==> src/hw/rtl/stls_pkg.sv <==
// ----------------------------------------------------------------------------
// stls_pkg
// Shared types and constants for the source text line statistics block.
// ----------------------------------------------------------------------------
package stls_pkg;

    localparam int unsigned NUM_STATS  = 12;
    localparam int unsigned STAT_W     = 32;
    localparam int unsigned LEN_W      = 32;
    localparam int unsigned PREFIX_MAX = 8;

    // Counter slots, in output order (lowest tdata bits first)
    typedef enum logic [3:0] {
        C_LINES   = 4'd0,
        C_BLANK   = 4'd1,
        C_COMMENT = 4'd2,
        C_CODE    = 4'd3,
        C_WORDS   = 4'd4,
        C_CHARS   = 4'd5,
        C_INCL    = 4'd6,
        C_CLASS   = 4'd7,
        C_STRUCT  = 4'd8,
        C_ENUM    = 4'd9,
        C_FUNC    = 4'd10,
        C_LONGEST = 4'd11
    } stat_idx_t;

    // Per-line found flags
    localparam int unsigned F_OPEN   = 0;
    localparam int unsigned F_CLOSE  = 1;
    localparam int unsigned F_BRACE  = 2;
    localparam int unsigned F_ENDC   = 3;
    localparam int unsigned F_CLASS  = 4;
    localparam int unsigned F_STRUCT = 5;
    localparam int unsigned F_ENUM   = 6;
    localparam int unsigned FLAG_W   = 7;

    localparam logic [7:0] CH_NL    = 8'd10;
    localparam logic [7:0] CH_TAB   = 8'd9;
    localparam logic [7:0] CH_VT    = 8'd11;
    localparam logic [7:0] CH_FF    = 8'd12;
    localparam logic [7:0] CH_CR    = 8'd13;
    localparam logic [7:0] CH_SPACE = 8'd32;
    localparam logic [7:0] CH_OPEN  = "(";
    localparam logic [7:0] CH_CLOSE = ")";
    localparam logic [7:0] CH_BRACE = "{";

    // Tail patterns: newest byte in the low bits
    localparam logic [15:0] T_ENDC   = "*/";
    localparam logic [47:0] T_CLASS  = "class ";
    localparam logic [55:0] T_STRUCT = "struct ";
    localparam logic [39:0] T_ENUM   = "enum ";

    // Turn a right-aligned string of n chars into prefix order (char 0 lowest)
    function automatic logic [63:0] to_prefix(input logic [63:0] s, input int unsigned n);
        logic [63:0] r;
        for (int j = 0; j < 8; j++) begin
            r[8*(7-j) +: 8] = s[8*j +: 8];
        end
        return r >> (8 * (8 - n));
    endfunction

    function automatic logic [63:0] prefix_mask(input int unsigned n);
        return ~(64'hFFFF_FFFF_FFFF_FFFF << (8 * n));
    endfunction

    localparam logic [63:0] P_LINE_CMT  = to_prefix(64'("//"), 2);
    localparam logic [63:0] P_BLOCK_CMT = to_prefix(64'("/*"), 2);
    localparam logic [63:0] P_INCLUDE   = to_prefix(64'("#include"), 8);
    localparam logic [63:0] P_IF        = to_prefix(64'("if"), 2);
    localparam logic [63:0] P_FOR       = to_prefix(64'("for"), 3);
    localparam logic [63:0] P_WHILE     = to_prefix(64'("while"), 5);
    localparam logic [63:0] P_SWITCH    = to_prefix(64'("switch"), 6);
    localparam logic [63:0] P_CATCH     = to_prefix(64'("catch"), 5);

    localparam logic [63:0] M_2 = prefix_mask(2);
    localparam logic [63:0] M_3 = prefix_mask(3);
    localparam logic [63:0] M_5 = prefix_mask(5);
    localparam logic [63:0] M_6 = prefix_mask(6);
    localparam logic [63:0] M_8 = prefix_mask(8);

    // Pattern bytes are all nonzero and unfilled prefix bytes are zero,
    // so a match implies the prefix holds enough bytes.
    function automatic logic prefix_is(input logic [63:0] pfx, input logic [63:0] pat,
                                       input logic [63:0] mask);
        return ((pfx ^ pat) & mask) == 64'd0;
    endfunction

    // Counter updates produced by one transaction
    typedef struct packed {
        logic              char_inc;
        logic              word_inc;
        logic              line_end;
        logic              blank;
        logic              comment;
        logic              code;
        logic              incl;
        logic              cls;
        logic              strct;
        logic              enm;
        logic              func;
        logic [LEN_W-1:0]  line_len;
        logic              file_end;
    } line_event_t;

endpackage

==> src/hw/rtl/stls_line_scan.sv <==
// ----------------------------------------------------------------------------
// stls_line_scan
// Per-line state: word tracking, trimmed prefix, match window, found flags,
// line length and block-comment state. Classifies each finished line.
// ----------------------------------------------------------------------------
module stls_line_scan
(
    input  logic                     clk,
    input  logic                     rst_n,
    input  logic                     step,
    input  logic [7:0]               byte_value,
    input  logic                     byte_present,
    input  logic                     end_of_file,
    output stls_pkg::line_event_t    ev
);

    logic                           in_block_reg,  in_block_next;
    logic                           in_word_reg,   in_word_next;
    logic                           has_bytes_reg, has_bytes_next;
    logic                           nonspace_reg,  nonspace_next;
    logic [63:0]                    prefix_reg,    prefix_next;
    logic [3:0]                     fill_reg,      fill_next;
    logic [47:0]                    window_reg,    window_next;
    logic [stls_pkg::FLAG_W-1:0]    flags_reg,     flags_next;
    logic [stls_pkg::LEN_W-1:0]     len_reg,       len_next;

    // state after the byte, before any line end
    logic                           take;
    logic                           is_sp;
    logic                           a_in_word;
    logic                           a_has_bytes;
    logic                           a_nonspace;
    logic [63:0]                    a_prefix;
    logic [3:0]                     a_fill;
    logic [55:0]                    win_w;
    logic [stls_pkg::FLAG_W-1:0]    a_flags;
    logic [stls_pkg::LEN_W-1:0]     a_len;
    logic                           fin;
    logic                           pfx_line, pfx_block, pfx_ctrl;
    logic                           line_cmt;
    logic                           is_code;
    logic                           in_block_fin;

    always_comb
    begin
        take  = byte_present && (byte_value != stls_pkg::CH_NL);
        is_sp = (byte_value == stls_pkg::CH_SPACE) || (byte_value == stls_pkg::CH_TAB) ||
                (byte_value == stls_pkg::CH_VT) || (byte_value == stls_pkg::CH_FF) ||
                (byte_value == stls_pkg::CH_CR);

        a_has_bytes = has_bytes_reg || take;
        a_in_word   = take ? !is_sp : in_word_reg;
        a_nonspace  = nonspace_reg || (take && !is_sp);
        a_len       = (take && (len_reg != '1)) ? len_reg + 1'b1 : len_reg;

        a_prefix = prefix_reg;
        a_fill   = fill_reg;
        if (take && a_nonspace && (fill_reg < 4'(stls_pkg::PREFIX_MAX)))
        begin
            for (int i = 0; i < 8; i++)
            begin
                if (fill_reg == 4'(i))
                begin
                    a_prefix[8*i +: 8] = byte_value;
                end
            end
            a_fill = fill_reg + 4'd1;
        end

        win_w   = {window_reg, byte_value};
        a_flags = flags_reg;
        if (take)
        begin
            if (byte_value == stls_pkg::CH_OPEN)  a_flags[stls_pkg::F_OPEN]  = 1'b1;
            if (byte_value == stls_pkg::CH_CLOSE) a_flags[stls_pkg::F_CLOSE] = 1'b1;
            if (byte_value == stls_pkg::CH_BRACE) a_flags[stls_pkg::F_BRACE] = 1'b1;
            if (win_w[15:0] == stls_pkg::T_ENDC)   a_flags[stls_pkg::F_ENDC]   = 1'b1;
            if (win_w[47:0] == stls_pkg::T_CLASS)  a_flags[stls_pkg::F_CLASS]  = 1'b1;
            if (win_w[55:0] == stls_pkg::T_STRUCT) a_flags[stls_pkg::F_STRUCT] = 1'b1;
            if (win_w[39:0] == stls_pkg::T_ENUM)   a_flags[stls_pkg::F_ENUM]   = 1'b1;
        end

        // a newline byte or an end of file with a pending line
        fin = (byte_present && (byte_value == stls_pkg::CH_NL)) ||
              (end_of_file && a_has_bytes);

        pfx_line  = stls_pkg::prefix_is(a_prefix, stls_pkg::P_LINE_CMT, stls_pkg::M_2);
        pfx_block = stls_pkg::prefix_is(a_prefix, stls_pkg::P_BLOCK_CMT, stls_pkg::M_2);
        pfx_ctrl  = stls_pkg::prefix_is(a_prefix, stls_pkg::P_IF, stls_pkg::M_2) ||
                    stls_pkg::prefix_is(a_prefix, stls_pkg::P_FOR, stls_pkg::M_3) ||
                    stls_pkg::prefix_is(a_prefix, stls_pkg::P_WHILE, stls_pkg::M_5) ||
                    stls_pkg::prefix_is(a_prefix, stls_pkg::P_SWITCH, stls_pkg::M_6) ||
                    stls_pkg::prefix_is(a_prefix, stls_pkg::P_CATCH, stls_pkg::M_5);

        line_cmt = a_nonspace && (in_block_reg || pfx_line || pfx_block);
        is_code  = a_nonspace && !line_cmt;

        in_block_fin = in_block_reg;
        if (a_nonspace)
        begin
            if (in_block_reg)
            begin
                if (a_flags[stls_pkg::F_ENDC]) in_block_fin = 1'b0;
            end
            else if (!pfx_line && pfx_block && !a_flags[stls_pkg::F_ENDC])
            begin
                in_block_fin = 1'b1;
            end
        end

        ev.char_inc = take;
        ev.word_inc = take && !is_sp && !in_word_reg;
        ev.line_end = fin;
        ev.blank    = fin && !a_nonspace;
        ev.comment  = fin && line_cmt;
        ev.code     = fin && is_code;
        ev.incl     = fin && is_code &&
                      stls_pkg::prefix_is(a_prefix, stls_pkg::P_INCLUDE, stls_pkg::M_8);
        ev.cls      = fin && is_code && a_flags[stls_pkg::F_CLASS];
        ev.strct    = fin && is_code && a_flags[stls_pkg::F_STRUCT];
        ev.enm      = fin && is_code && a_flags[stls_pkg::F_ENUM];
        ev.func     = fin && is_code && a_flags[stls_pkg::F_OPEN] &&
                      a_flags[stls_pkg::F_CLOSE] && a_flags[stls_pkg::F_BRACE] && !pfx_ctrl;
        ev.line_len = a_len;
        ev.file_end = end_of_file;

        // next state
        in_block_next  = fin ? in_block_fin : in_block_reg;
        in_word_next   = a_in_word;
        has_bytes_next = a_has_bytes;
        nonspace_next  = a_nonspace;
        prefix_next    = a_prefix;
        fill_next      = a_fill;
        window_next    = take ? win_w[47:0] : window_reg;
        flags_next     = a_flags;
        len_next       = a_len;
        if (fin || end_of_file)
        begin
            in_word_next   = 1'b0;
            has_bytes_next = 1'b0;
            nonspace_next  = 1'b0;
            prefix_next    = '0;
            fill_next      = '0;
            window_next    = '0;
            flags_next     = '0;
            len_next       = '0;
        end
        if (end_of_file)
        begin
            in_block_next = 1'b0;
        end
    end

    always_ff @(posedge clk or negedge rst_n)
    begin
        if (!rst_n)
        begin
            in_block_reg  <= 1'b0;
            in_word_reg   <= 1'b0;
            has_bytes_reg <= 1'b0;
            nonspace_reg  <= 1'b0;
            prefix_reg    <= '0;
            fill_reg      <= '0;
            window_reg    <= '0;
            flags_reg     <= '0;
            len_reg       <= '0;
        end
        else if (step)
        begin
            in_block_reg  <= in_block_next;
            in_word_reg   <= in_word_next;
            has_bytes_reg <= has_bytes_next;
            nonspace_reg  <= nonspace_next;
            prefix_reg    <= prefix_next;
            fill_reg      <= fill_next;
            window_reg    <= window_next;
            flags_reg     <= flags_next;
            len_reg       <= len_next;
        end
    end

endmodule

==> src/hw/rtl/stls_stat_bank.sv <==
// ----------------------------------------------------------------------------
// stls_stat_bank
// Twelve saturating file counters. Presents the updated totals and clears
// them at end of file.
// ----------------------------------------------------------------------------
module stls_stat_bank #(
    parameter int unsigned COUNT_BITS = 32
)
(
    input  logic                                           clk,
    input  logic                                           rst_n,
    input  logic                                           step,
    input  stls_pkg::line_event_t                          ev,
    output logic [stls_pkg::NUM_STATS*stls_pkg::STAT_W-1:0] totals
);

    localparam int unsigned CMP_W = (COUNT_BITS > stls_pkg::LEN_W) ? COUNT_BITS
                                                                   : stls_pkg::LEN_W;
    localparam logic [CMP_W-1:0] CNT_MAX = CMP_W'({COUNT_BITS{1'b1}});

    logic [COUNT_BITS-1:0] cnt_reg  [stls_pkg::NUM_STATS];
    logic [COUNT_BITS-1:0] cnt_next [stls_pkg::NUM_STATS];
    logic [stls_pkg::NUM_STATS-1:0] inc;
    logic [CMP_W-1:0]      len_wide;
    logic [COUNT_BITS-1:0] len_clip;

    always_comb
    begin
        inc = '0;
        inc[stls_pkg::C_LINES]   = ev.line_end;
        inc[stls_pkg::C_BLANK]   = ev.blank;
        inc[stls_pkg::C_COMMENT] = ev.comment;
        inc[stls_pkg::C_CODE]    = ev.code;
        inc[stls_pkg::C_WORDS]   = ev.word_inc;
        inc[stls_pkg::C_CHARS]   = ev.char_inc;
        inc[stls_pkg::C_INCL]    = ev.incl;
        inc[stls_pkg::C_CLASS]   = ev.cls;
        inc[stls_pkg::C_STRUCT]  = ev.strct;
        inc[stls_pkg::C_ENUM]    = ev.enm;
        inc[stls_pkg::C_FUNC]    = ev.func;

        for (int k = 0; k < stls_pkg::NUM_STATS; k++)
        begin
            cnt_next[k] = (inc[k] && (cnt_reg[k] != '1)) ? cnt_reg[k] + 1'b1 : cnt_reg[k];
        end

        // longest line: clip the length to the counter range, keep the max
        len_wide = CMP_W'(ev.line_len);
        len_clip = (len_wide > CNT_MAX) ? COUNT_BITS'(CNT_MAX) : COUNT_BITS'(len_wide);
        cnt_next[stls_pkg::C_LONGEST] =
            (ev.line_end && (len_clip > cnt_reg[stls_pkg::C_LONGEST])) ?
            len_clip : cnt_reg[stls_pkg::C_LONGEST];

        for (int k = 0; k < stls_pkg::NUM_STATS; k++)
        begin
            totals[stls_pkg::STAT_W*k +: stls_pkg::STAT_W] = stls_pkg::STAT_W'(cnt_next[k]);
        end
    end

    always_ff @(posedge clk or negedge rst_n)
    begin
        if (!rst_n)
        begin
            for (int k = 0; k < stls_pkg::NUM_STATS; k++)
            begin
                cnt_reg[k] <= '0;
            end
        end
        else if (step)
        begin
            for (int k = 0; k < stls_pkg::NUM_STATS; k++)
            begin
                cnt_reg[k] <= ev.file_end ? '0 : cnt_next[k];
            end
        end
    end

endmodule

==> src/hw/rtl/source_text_line_statistics.sv <==
// ----------------------------------------------------------------------------
// source_text_line_statistics
// Line, word, comment and declaration statistics over a source file stream.
// ----------------------------------------------------------------------------
// Usage:
//   The input stream carries one file byte per transaction in s_axis_tdata;
//   s_axis_tuser high marks the byte as present, so a bare transaction with
//   tuser low and tlast high just closes the file. s_axis_tlast ends the file:
//   the byte (if any) is processed first, a pending unterminated line is
//   counted, then one transaction with the twelve 32-bit totals goes out on
//   m_axis_tdata and all counters and line state return to zero.
//   Transactions without tlast produce no output.
// Throughput:
//   One transaction per cycle while no end-of-file transaction waits for the
//   output register (see Stall). Input transactions land in an input register;
//   from it the line scanner and counter bank update their state and the totals
//   go into the output register. The rate is set by the loop through the line
//   state and counter registers.
// Reset: asynchronous, active low; clears all counters, line and comment
//   state and the valid flags of both holding registers.
// Stall: while m_axis_tready is low a waiting result holds; byte-only
//   transactions keep flowing, and only the next end-of-file transaction
//   waits in the input register, which then drops s_axis_tready.
// ----------------------------------------------------------------------------
module source_text_line_statistics #(
    parameter int unsigned COUNT_BITS = 32
)
(
    input  logic         clk,
    input  logic         rst_n,
    // input stream
    input  logic         s_axis_tvalid,
    output logic         s_axis_tready,
    input  logic [7:0]   s_axis_tdata,   // [7:0] byte_value
    input  logic         s_axis_tuser,   // [0] byte_present
    input  logic         s_axis_tlast,   // end_of_file
    // result stream
    output logic         m_axis_tvalid,
    input  logic         m_axis_tready,
    // [31:0] lines_total, [63:32] lines_blank, [95:64] lines_comment,
    // [127:96] lines_code, [159:128] words_total, [191:160] chars_total,
    // [223:192] includes_found, [255:224] classes_found,
    // [287:256] structs_found, [319:288] enums_found,
    // [351:320] functions_estimated, [383:352] longest_line_length
    output logic [383:0] m_axis_tdata
);

    localparam int unsigned OUT_W = stls_pkg::NUM_STATS * stls_pkg::STAT_W;

    // input holding register
    logic             in_valid_reg;
    logic [7:0]       in_byte_reg;
    logic             in_present_reg;
    logic             in_eof_reg;

    // output register
    logic             out_valid_reg;
    logic [OUT_W-1:0] out_data_reg;

    logic                  out_free;
    logic                  advance;
    stls_pkg::line_event_t ev;
    logic [OUT_W-1:0]      totals;

    // A byte-only transaction never needs the output side; an end-of-file
    // one needs the output register empty or draining this cycle.
    assign out_free      = !out_valid_reg || m_axis_tready;
    assign advance       = in_valid_reg && (!in_eof_reg || out_free);
    assign s_axis_tready = !in_valid_reg || advance;

    always_ff @(posedge clk or negedge rst_n)
    begin
        if (!rst_n)
        begin
            in_valid_reg <= 1'b0;
        end
        else if (s_axis_tready)
        begin
            in_valid_reg <= s_axis_tvalid;
        end
    end

    always_ff @(posedge clk)
    begin
        if (s_axis_tready && s_axis_tvalid)
        begin
            in_byte_reg    <= s_axis_tdata;
            in_present_reg <= s_axis_tuser;
            in_eof_reg     <= s_axis_tlast;
        end
    end

    stls_line_scan u_line_scan
    (
        .clk          (clk),
        .rst_n        (rst_n),
        .step         (advance),
        .byte_value   (in_byte_reg),
        .byte_present (in_present_reg),
        .end_of_file  (in_eof_reg),
        .ev           (ev)
    );

    stls_stat_bank #(
        .COUNT_BITS (COUNT_BITS)
    ) u_stat_bank
    (
        .clk    (clk),
        .rst_n  (rst_n),
        .step   (advance),
        .ev     (ev),
        .totals (totals)
    );

    always_ff @(posedge clk or negedge rst_n)
    begin
        if (!rst_n)
        begin
            out_valid_reg <= 1'b0;
        end
        else if (advance && in_eof_reg)
        begin
            out_valid_reg <= 1'b1;
        end
        else if (m_axis_tready)
        begin
            out_valid_reg <= 1'b0;
        end
    end

    always_ff @(posedge clk)
    begin
        if (advance && in_eof_reg)
        begin
            out_data_reg <= totals;
        end
    end

    assign m_axis_tvalid = out_valid_reg;
    assign m_axis_tdata  = out_data_reg;

endmodule

==> config.mk <==
export PLATFORM = sky130hd
export DESIGN_NAME = source_text_line_statistics
export DESIGN_NICKNAME = d
export VERILOG_FILES = /design/src/hw/rtl/stls_pkg.sv /design/src/hw/rtl/stls_line_scan.sv /design/src/hw/rtl/stls_stat_bank.sv /design/src/hw/rtl/source_text_line_statistics.sv
export SDC_FILE = /design/constraint.sdc
export NUM_CORES = 2
export LEC_CHECK = 0
export BUFFER_PORTS_ARGS = -buffer_cell sky130_fd_sc_hd__buf_2
export CELL_PAD_IN_SITES_DETAIL_PLACEMENT = 1
export CELL_PAD_IN_SITES_GLOBAL_PLACEMENT = 1
export CORE_MARGIN = 2
export CORE_UTILIZATION = 45
export CTS_CLUSTER_SIZE = 12
export DETAILED_ROUTE_END_ITERATION = 8
export GPL_TIMING_DRIVEN = 0
export PLACE_DENSITY = 0.75
export SETUP_SLACK_MARGIN = 0.15
export SYNTH_ARGS = -nofsm -noshare
export SYNTH_HDL_FRONTEND = slang
export SYNTH_SLANG_ARGS = --single-unit
==> constraint.sdc <==
create_clock -name clk -period 20 [get_ports clk]
set_input_delay 3 -clock clk [delete_from_list [all_inputs] [get_ports clk]]
set_output_delay 3 -clock clk [all_outputs]
set_load 0.01 [all_outputs]
=== Word level (Yosys, flattened, before mapping) ===
Cells that the tools add are included.

* Output and inout bits: 386
* Memories kept: 0
* Memory bits (writable): 0
* Bits in latches: 0
* ROM bits: 0
* Input port bits: 14
* Flip-flop bits (word level): 939

* Eq/ne operators: 33
* Bitwise gates (word level): 8
* Divide/modulo/power cells: 0
* $lt $le $gt $ge: 3
* Shift-type cells: 0
* $add $sub $neg: 13
* Reduce and logical (&&, ||, !) cells: 82
* $mul: 0
* Muxes and demuxes: 62

{| class="wikitable"
|+ Operator list
! kind !! count
|-
| 32-bit two-way mux || 27
|-
| 64-bit zero test || 8
|-
| 32-bit by 1-bit adder with 32-bit output, second input constant || 12
|-
| 32-bit != test, second input constant || 12
|-
| 64-bit two-way mux || 2
|-
| 48-bit two-way mux || 2
|-
| 8-bit two-way mux || 8
|-
| 56-bit by 55-bit equality test with 1-bit output, second input constant || 1
|-
| 48-bit by 47-bit equality test with 1-bit output, second input constant || 1
|-
| 40-bit by 39-bit equality test with 1-bit output, second input constant || 1
|-
| 8-bit by 4-bit equality test with 1-bit output, second input constant || 5
|-
| 1-bit logical AND || 38
|-
| 32-bit > comparator || 1
|-
| 32-bit > comparator, second input constant || 1
|-
| 32-bit inverter || 1
|-
| 26-bit inverter || 1
|-
| 8-bit by 6-bit equality test with 1-bit output, second input constant || 3
|-
| 21-bit inverter || 1
|-
| 1-bit two-way mux || 19
|-
| 18-bit inverter || 1
|-
| 1-bit logical OR || 17
|-
| 16-bit by 14-bit equality test with 1-bit output, second input constant || 1
|-
| 4-bit by 3-bit equality test with 1-bit output, second input constant || 4
|-
| 8-bit inverter || 2
|-
| 15 further kinds || 32
|}

=== Logic depth before layout (Yosys ltp) ===
* Word-level depth: 26
* Depth in mapped cells: 24

=== Cells and area by module ===
A second synthesis with hierarchy kept.

* Cell total of the unflattened synthesis: 4539
* Area total of the unflattened synthesis: 48529.0 um^2

{| class="wikitable"
|+ By module, submodules not included
! module !! cells each !! area an instance (um^2) !! instances
|-
| stls_stat_bank || 3233 || 28100.7 || 1
|-
| source_text_line_statistics || 404 || 11937.7 || 1
|-
| stls_line_scan || 902 || 8490.6 || 1
|}

=== Worst setup path before layout ===
No wires, ideal clock.

* Path type: input to register
* From: in m_axis_tready
* To: reg u_line_scan.in_block_reg
* Path buffers: 2
* Cell stages on the path: 6
* Path slack: -0.806 ns
* Setup time: 0.838 ns
* Data arrival time: 19.968 ns
* Data required time: 19.162 ns
* Cells stage by stage: or3_1 -> nand2_1 -> clkbuf_1 -> clkbuf_1 -> nor2_1 -> nor3_1

* Word-level cells in the longest chain between the ends: 4

{| class="wikitable"
|+ Ends and longest elaborated chain
! what !! RTL line !! RTL
|-
| start: declaration || source_text_line_statistics.sv:39 || <nowiki>input logic m_axis_tready,</nowiki>
|-
| 1-bit logical OR || source_text_line_statistics.sv:67 || <nowiki>assign out_free = !out_valid_reg || m_axis_tready;</nowiki>
|-
| 1-bit logical OR || source_text_line_statistics.sv:68 || <nowiki>assign advance = in_valid_reg && (!in_eof_reg || out_free);</nowiki>
|-
| 1-bit logical AND || source_text_line_statistics.sv:68 ||
|-
| 3-bit AND reduction (no line) || n/a ||
|-
| end signal: assignment || stls_line_scan.sv:170 || <nowiki>in_block_reg <= in_block_next;</nowiki>
|-
| end: declaration || stls_line_scan.sv:17 || <nowiki>logic in_block_reg, in_block_next;</nowiki>
|}

No other way between the ends.
A chain may end at the register's enable or synchronous reset.

=== Final worst setup path ===
* From: reg in_byte_reg[0]
* To: reg out_data_reg[375] (netlist: m_axis_tdata[375]) (data pin)

* Word-level cells in the longest chain between the ends: 9
* Elaborated cells between the ends (all ways): 14
* Classes of those cells: 2 x order compare; 2 x eq/ne; 3 x mux; 7 x reduce/logical

{| class="wikitable"
|+ Ends and longest elaborated chain
! what !! RTL line !! RTL
|-
| start: declaration || source_text_line_statistics.sv:52 || <nowiki>logic [7:0] in_byte_reg;</nowiki>
|-
| start signal: assignment || source_text_line_statistics.sv:87 || <nowiki>in_byte_reg <= s_axis_tdata;</nowiki>
|-
| 8-bit by 4-bit != test with 1-bit output || stls_line_scan.sv:46 || <nowiki>take = byte_present && (byte_value != stls_pkg::CH_NL);</nowiki>
|-
| 1-bit logical AND || stls_line_scan.sv:46 ||
|-
| 1-bit logical AND || stls_line_scan.sv:54 || <nowiki>a_len = (take && (len_reg != '1)) ? len_reg + 1'b1 : len_reg;</nowiki>
|-
| 32-bit two-way mux || stls_line_scan.sv:54 ||
|-
| 32-bit > comparator || stls_stat_bank.sv:49 || <nowiki>len_clip = (len_wide > CNT_MAX) ? COUNT_BITS'(CNT_MAX) : COUNT_BITS'(len_wide);</nowiki>
|-
| 32-bit two-way mux || stls_stat_bank.sv:49 ||
|-
| 32-bit > comparator || stls_stat_bank.sv:51 || <nowiki>(ev.line_end && (len_clip > cnt_reg[stls_pkg::C_LONGEST])) ?</nowiki>
|-
| 1-bit logical AND || stls_stat_bank.sv:51 ||
|-
| 32-bit two-way mux * || stls_stat_bank.sv:51 ||
|-
| net totals[375] || source_text_line_statistics.sv:63 || <nowiki>logic [OUT_W-1:0] totals;</nowiki>
|-
| end signal: assignment || source_text_line_statistics.sv:135 || <nowiki>out_data_reg <= totals;</nowiki>
|-
| end: declaration || source_text_line_statistics.sv:58 || <nowiki>logic [OUT_W-1:0] out_data_reg;</nowiki>
|}

The timed path passes the listed nets; every way through them passes the cells marked *.

==> results.json <==
{
  "grt_usage_pct": 31.1,
  "period_share_pct": 39.1,
  "grt_max_degree": 107,
  "grt_pass1_vias": 39324,
  "port_buffers": 399,
  "htreeDepth": 3,
  "gp_congestion": 0.942,
  "grt_pass1_wl_um": 251000,
  "setup_viol": 0,
  "power_mw": 4.97,
  "dp_hpwl_um": 121000,
  "status": "finished, violations left",
  "drv_slew": 11,
  "firstDrtPassIters": 5,
  "maxCapViolations": 1,
  "final_common_cell": "dfrtp_1",
  "clkTransAtPathRegs_ps": 60,
  "drive_gt1_share_pct": 12.9,
  "yosysSeqAreaShare_pct": 54.4,
  "crit_path_cell_trace": "buf_2 > or3b_1 > or2_1 > o21ai_2 > nor4b_1 > and2_1 > and3_1 > clkbuf_1 > nand3_1 > nor4_1 > xnor2_1 > ha_1 > nand4_1 > nor4_1 > a221oi_1 > nor3_1 > clkbuf_1 > clkbuf_1 > nand2_1 > o21ai_0",
  "met3_usage_pct": 5.08,
  "die_h_um": 327,
  "cp_num_buf_inv": 4,
  "worst_slew_pin_slew_ps": 1520,
  "fin_skew_ps": 40.1,
  "syn_area_um2": 46800,
  "cpMostUsedCell": "clkbuf_1",
  "start_kind": "flip-flop",
  "core_um2": 103000,
  "critPathTopFamily": "simple AND/OR/NAND/NOR gates",
  "initial_utilization_pct": 45.3,
  "top_level_ports": 400,
  "fmax_mhz": 128,
  "globalRouteMet2Util_pct": 49.9,
  "worstPathRequired_ps": 20420,
  "wl_per_cell_um": 26.2,
  "cp.arrival_ps": 8230,
  "syn-num-nets": 4529,
  "slew_headroom_pct": -1.57,
  "syn_area_per_cell_um2": 10.5,
  "ys_ff_latch": 939,
  "violations": "capacitance limit, slew limit",
  "swShare_pct": 28.6,
  "peakVddDrop_uv": 69.9,
  "antenna_found_initial": 16,
  "layout_common_cells": "dfrtp_1, nand2_1, buf_2, edfxtp_1, o21ai_0",
  "async_reset_ff_share_pct": 58.0,
  "power_per_cell_area_nw_per_um2": 91.1,
  "cp_slowest_stage_delay_ps": 920,
  "cp_slowest_cell": "nor4b_1",
  "grt_util_met1_pct": 41.4,
  "die_area_um2": 107000,
  "crit_type": "reg2reg",
  "synth-edff-count": 394,
  "vias_per_cell": 6.06,
  "cts_tree": "done",
  "pwr-share-seq_pct": 46.0,
  "drt-initial-drc-count": 3645,
  "overflow": 0,
  "busiest_layer": "met2",
  "hold_viol_final": 0,
  "hold_path_class": "reg2reg",
  "ant_nets": 0,
  "vias": 39152,
  "pwr-share-comb_pct": 14.0,
  "final_nets": 5052,
  "fill_cells": 11408,
  "synth_cells": 4467,
  "tns_ps": 0,
  "area_delta_synth_final_pct": 16.3,
  "clock_latency_ps": 700,
  "cts_root_buffer": "clkbuf_16",
  "die_w_um": 327,
  "cp-end-kind": "flip-flop",
  "rsz0062_at_grt": "false",
  "cts.sinks": 939,
  "cts-resized-gates": 0,
  "synth_warnings": 0,
  "synth_flop_cell": "dfrtp_1",
  "ys_types": 87,
  "rows": 118,
  "route.detailed.drc": 0,
  "leakagePower_nw": 22.7,
  "wl_um": 169000,
  "p_int_mw": 3.54,
  "cts_setup_buffers": 0,
  "p_sw_mw": 1.42,
  "clockPowerShare_pct": 40.0,
  "hold_buffers": 0,
  "period_needed_ps": 7810,
  "crit_fanout": 10,
  "numCtsBuffers": 102,
  "clock_path_buffers": 3
}
==> final timing paths <==
| kind | start | slack (ps) | end | depth (start not counted) |
|---|---|---|---|---|
| max reg2reg | in_byte_reg[0]$_DFFE_PP_ | 12190 | m_axis_tdata[375]$_DFFE_PP_ | 20 |
| min reg2reg | u_stat_bank.cnt_reg[175]$_DFFE_PN0P_ | 490 | u_stat_bank.cnt_reg[175]$_DFFE_PN0P_ | 1 |
| min | u_stat_bank.cnt_reg[175]$_DFFE_PN0P_ | 490 | u_stat_bank.cnt_reg[175]$_DFFE_PN0P_ | 1 |
| max | in_byte_reg[0]$_DFFE_PP_ | 12190 | m_axis_tdata[375]$_DFFE_PP_ | 20 |
| min in group asynchronous | rst_n | 2210 | u_stat_bank.cnt_reg[294]$_DFFE_PN0P_ | 1 |
| max in group asynchronous | rst_n | 15690 | u_stat_bank.cnt_reg[14]$_DFFE_PN0P_ | 5 |
==> power groups by stage <==
| stage | Combinational (mW) | Sequential (mW) | Clock [mW] |
|---|---|---|---|
| global route | 0.744 | 2.30 | 2.08 |
| CTS | 0.687 | 2.28 | 2.01 |
| detailed placement | 0.681 | 2.32 | 0 |
| finish | 0.695 | 2.28 | 1.99 |
| global placement | 0.650 | 2.33 | 0 |
| floorplan | 0.373 | 2.32 | 0 |
==> per-layer routing <==
metal  wire (µm)  vias up
li1            -    17293
met1       70500    20095
met2       79100     1413
met3       11500      351
met4        8310        0
met5           0        -
==> cell families (layout without fill, tap and decap cells) <==
group	Yosys count	in the layout	share of synthesized area, %
compound gates	919	919	13.1
xor+xnor	372	372	6.96
fa+ha+maj	48	48	1.28
buf+inv	387	999	3.18
flops	939	939	54.4
mux	146	146	3.17
other cells	0	3	0
simple gates	1656	1656	18.0
==> layout make-up <==
class | count | area [µm²] | area share (%)
inverters | 98 | 368 | 0.675
plain buffers | 289 | 1130 | 2.07
clock inverters | 42 | 532 | 0.976
repair buffers | 419 | 2430 | 4.47
multi-input cells | 3141 | 19900 | 36.5
diodes | 3 | 7.51 | 0.0138
flip-flops and latches | 939 | 25500 | 46.7
clock buffers | 151 | 2940 | 5.39
well taps | 1380 | 1730 | 3.17
==> metrics by stage <==
stage | instance area, µm² | instances | hold slack (ps) | worst slack (ps) | util (%)
floorplan | 46800 | 4467 | 424 | 5800 | -
global placement | 50600 | 6246 | 439 | 842 | 48.9
detailed placement | 51000 | 6265 | 460 | 12450 | 49.4
CTS | 54500 | 6458 | 469 | 12420 | 52.7
global route | 54500 | 6460 | 513 | 11850 | 52.7
finish | 54500 | 6462 | 491 | 12190 | 52.7
==> cell usage after synthesis (11+ instances only) <==
cell type | number | area share [%]
xor2_1 | 141 | 2.6
o21a_1 | 11 | 0.18
o211ai_1 | 20 | 0.32
clkbuf_1 | 262 | 2.1
o22ai_1 | 17 | 0.23
buf_1 | 16 | 0.13
nand4_1 | 97 | 1.3
nor4_1 | 39 | 0.52
nand2b_1 | 20 | 0.27
o311ai_0 | 11 | 0.21
a22o_1 | 191 | 3.6
a221o_1 | 16 | 0.34
nor2_1 | 268 | 2.1
or3_1 | 28 | 0.37
or2_2 | 17 | 0.23
and4_1 | 34 | 0.64
o31ai_1 | 54 | 0.87
nand3_1 | 182 | 1.9
nor3b_1 | 44 | 0.71
dfrtp_1 | 545 | 29
inv_1 | 97 | 0.78
nor4b_1 | 13 | 0.24
and3_1 | 108 | 1.4
xnor2_1 | 231 | 4.3
nor2b_1 | 72 | 0.96
or4_1 | 13 | 0.21
nor3_1 | 104 | 1.1
a21oi_1 | 130 | 1.4
ha_1 | 48 | 1.3
mux2_2 | 19 | 0.46
nand4b_1 | 13 | 0.24
and2_1 | 37 | 0.49
nand2_1 | 521 | 4.2
a21o_1 | 17 | 0.27
o21ai_0 | 310 | 3.3
edfxtp_1 | 394 | 25
a31oi_1 | 47 | 0.63
mux2i_1 | 127 | 2.7
Power figures use the tool's default switching activity.
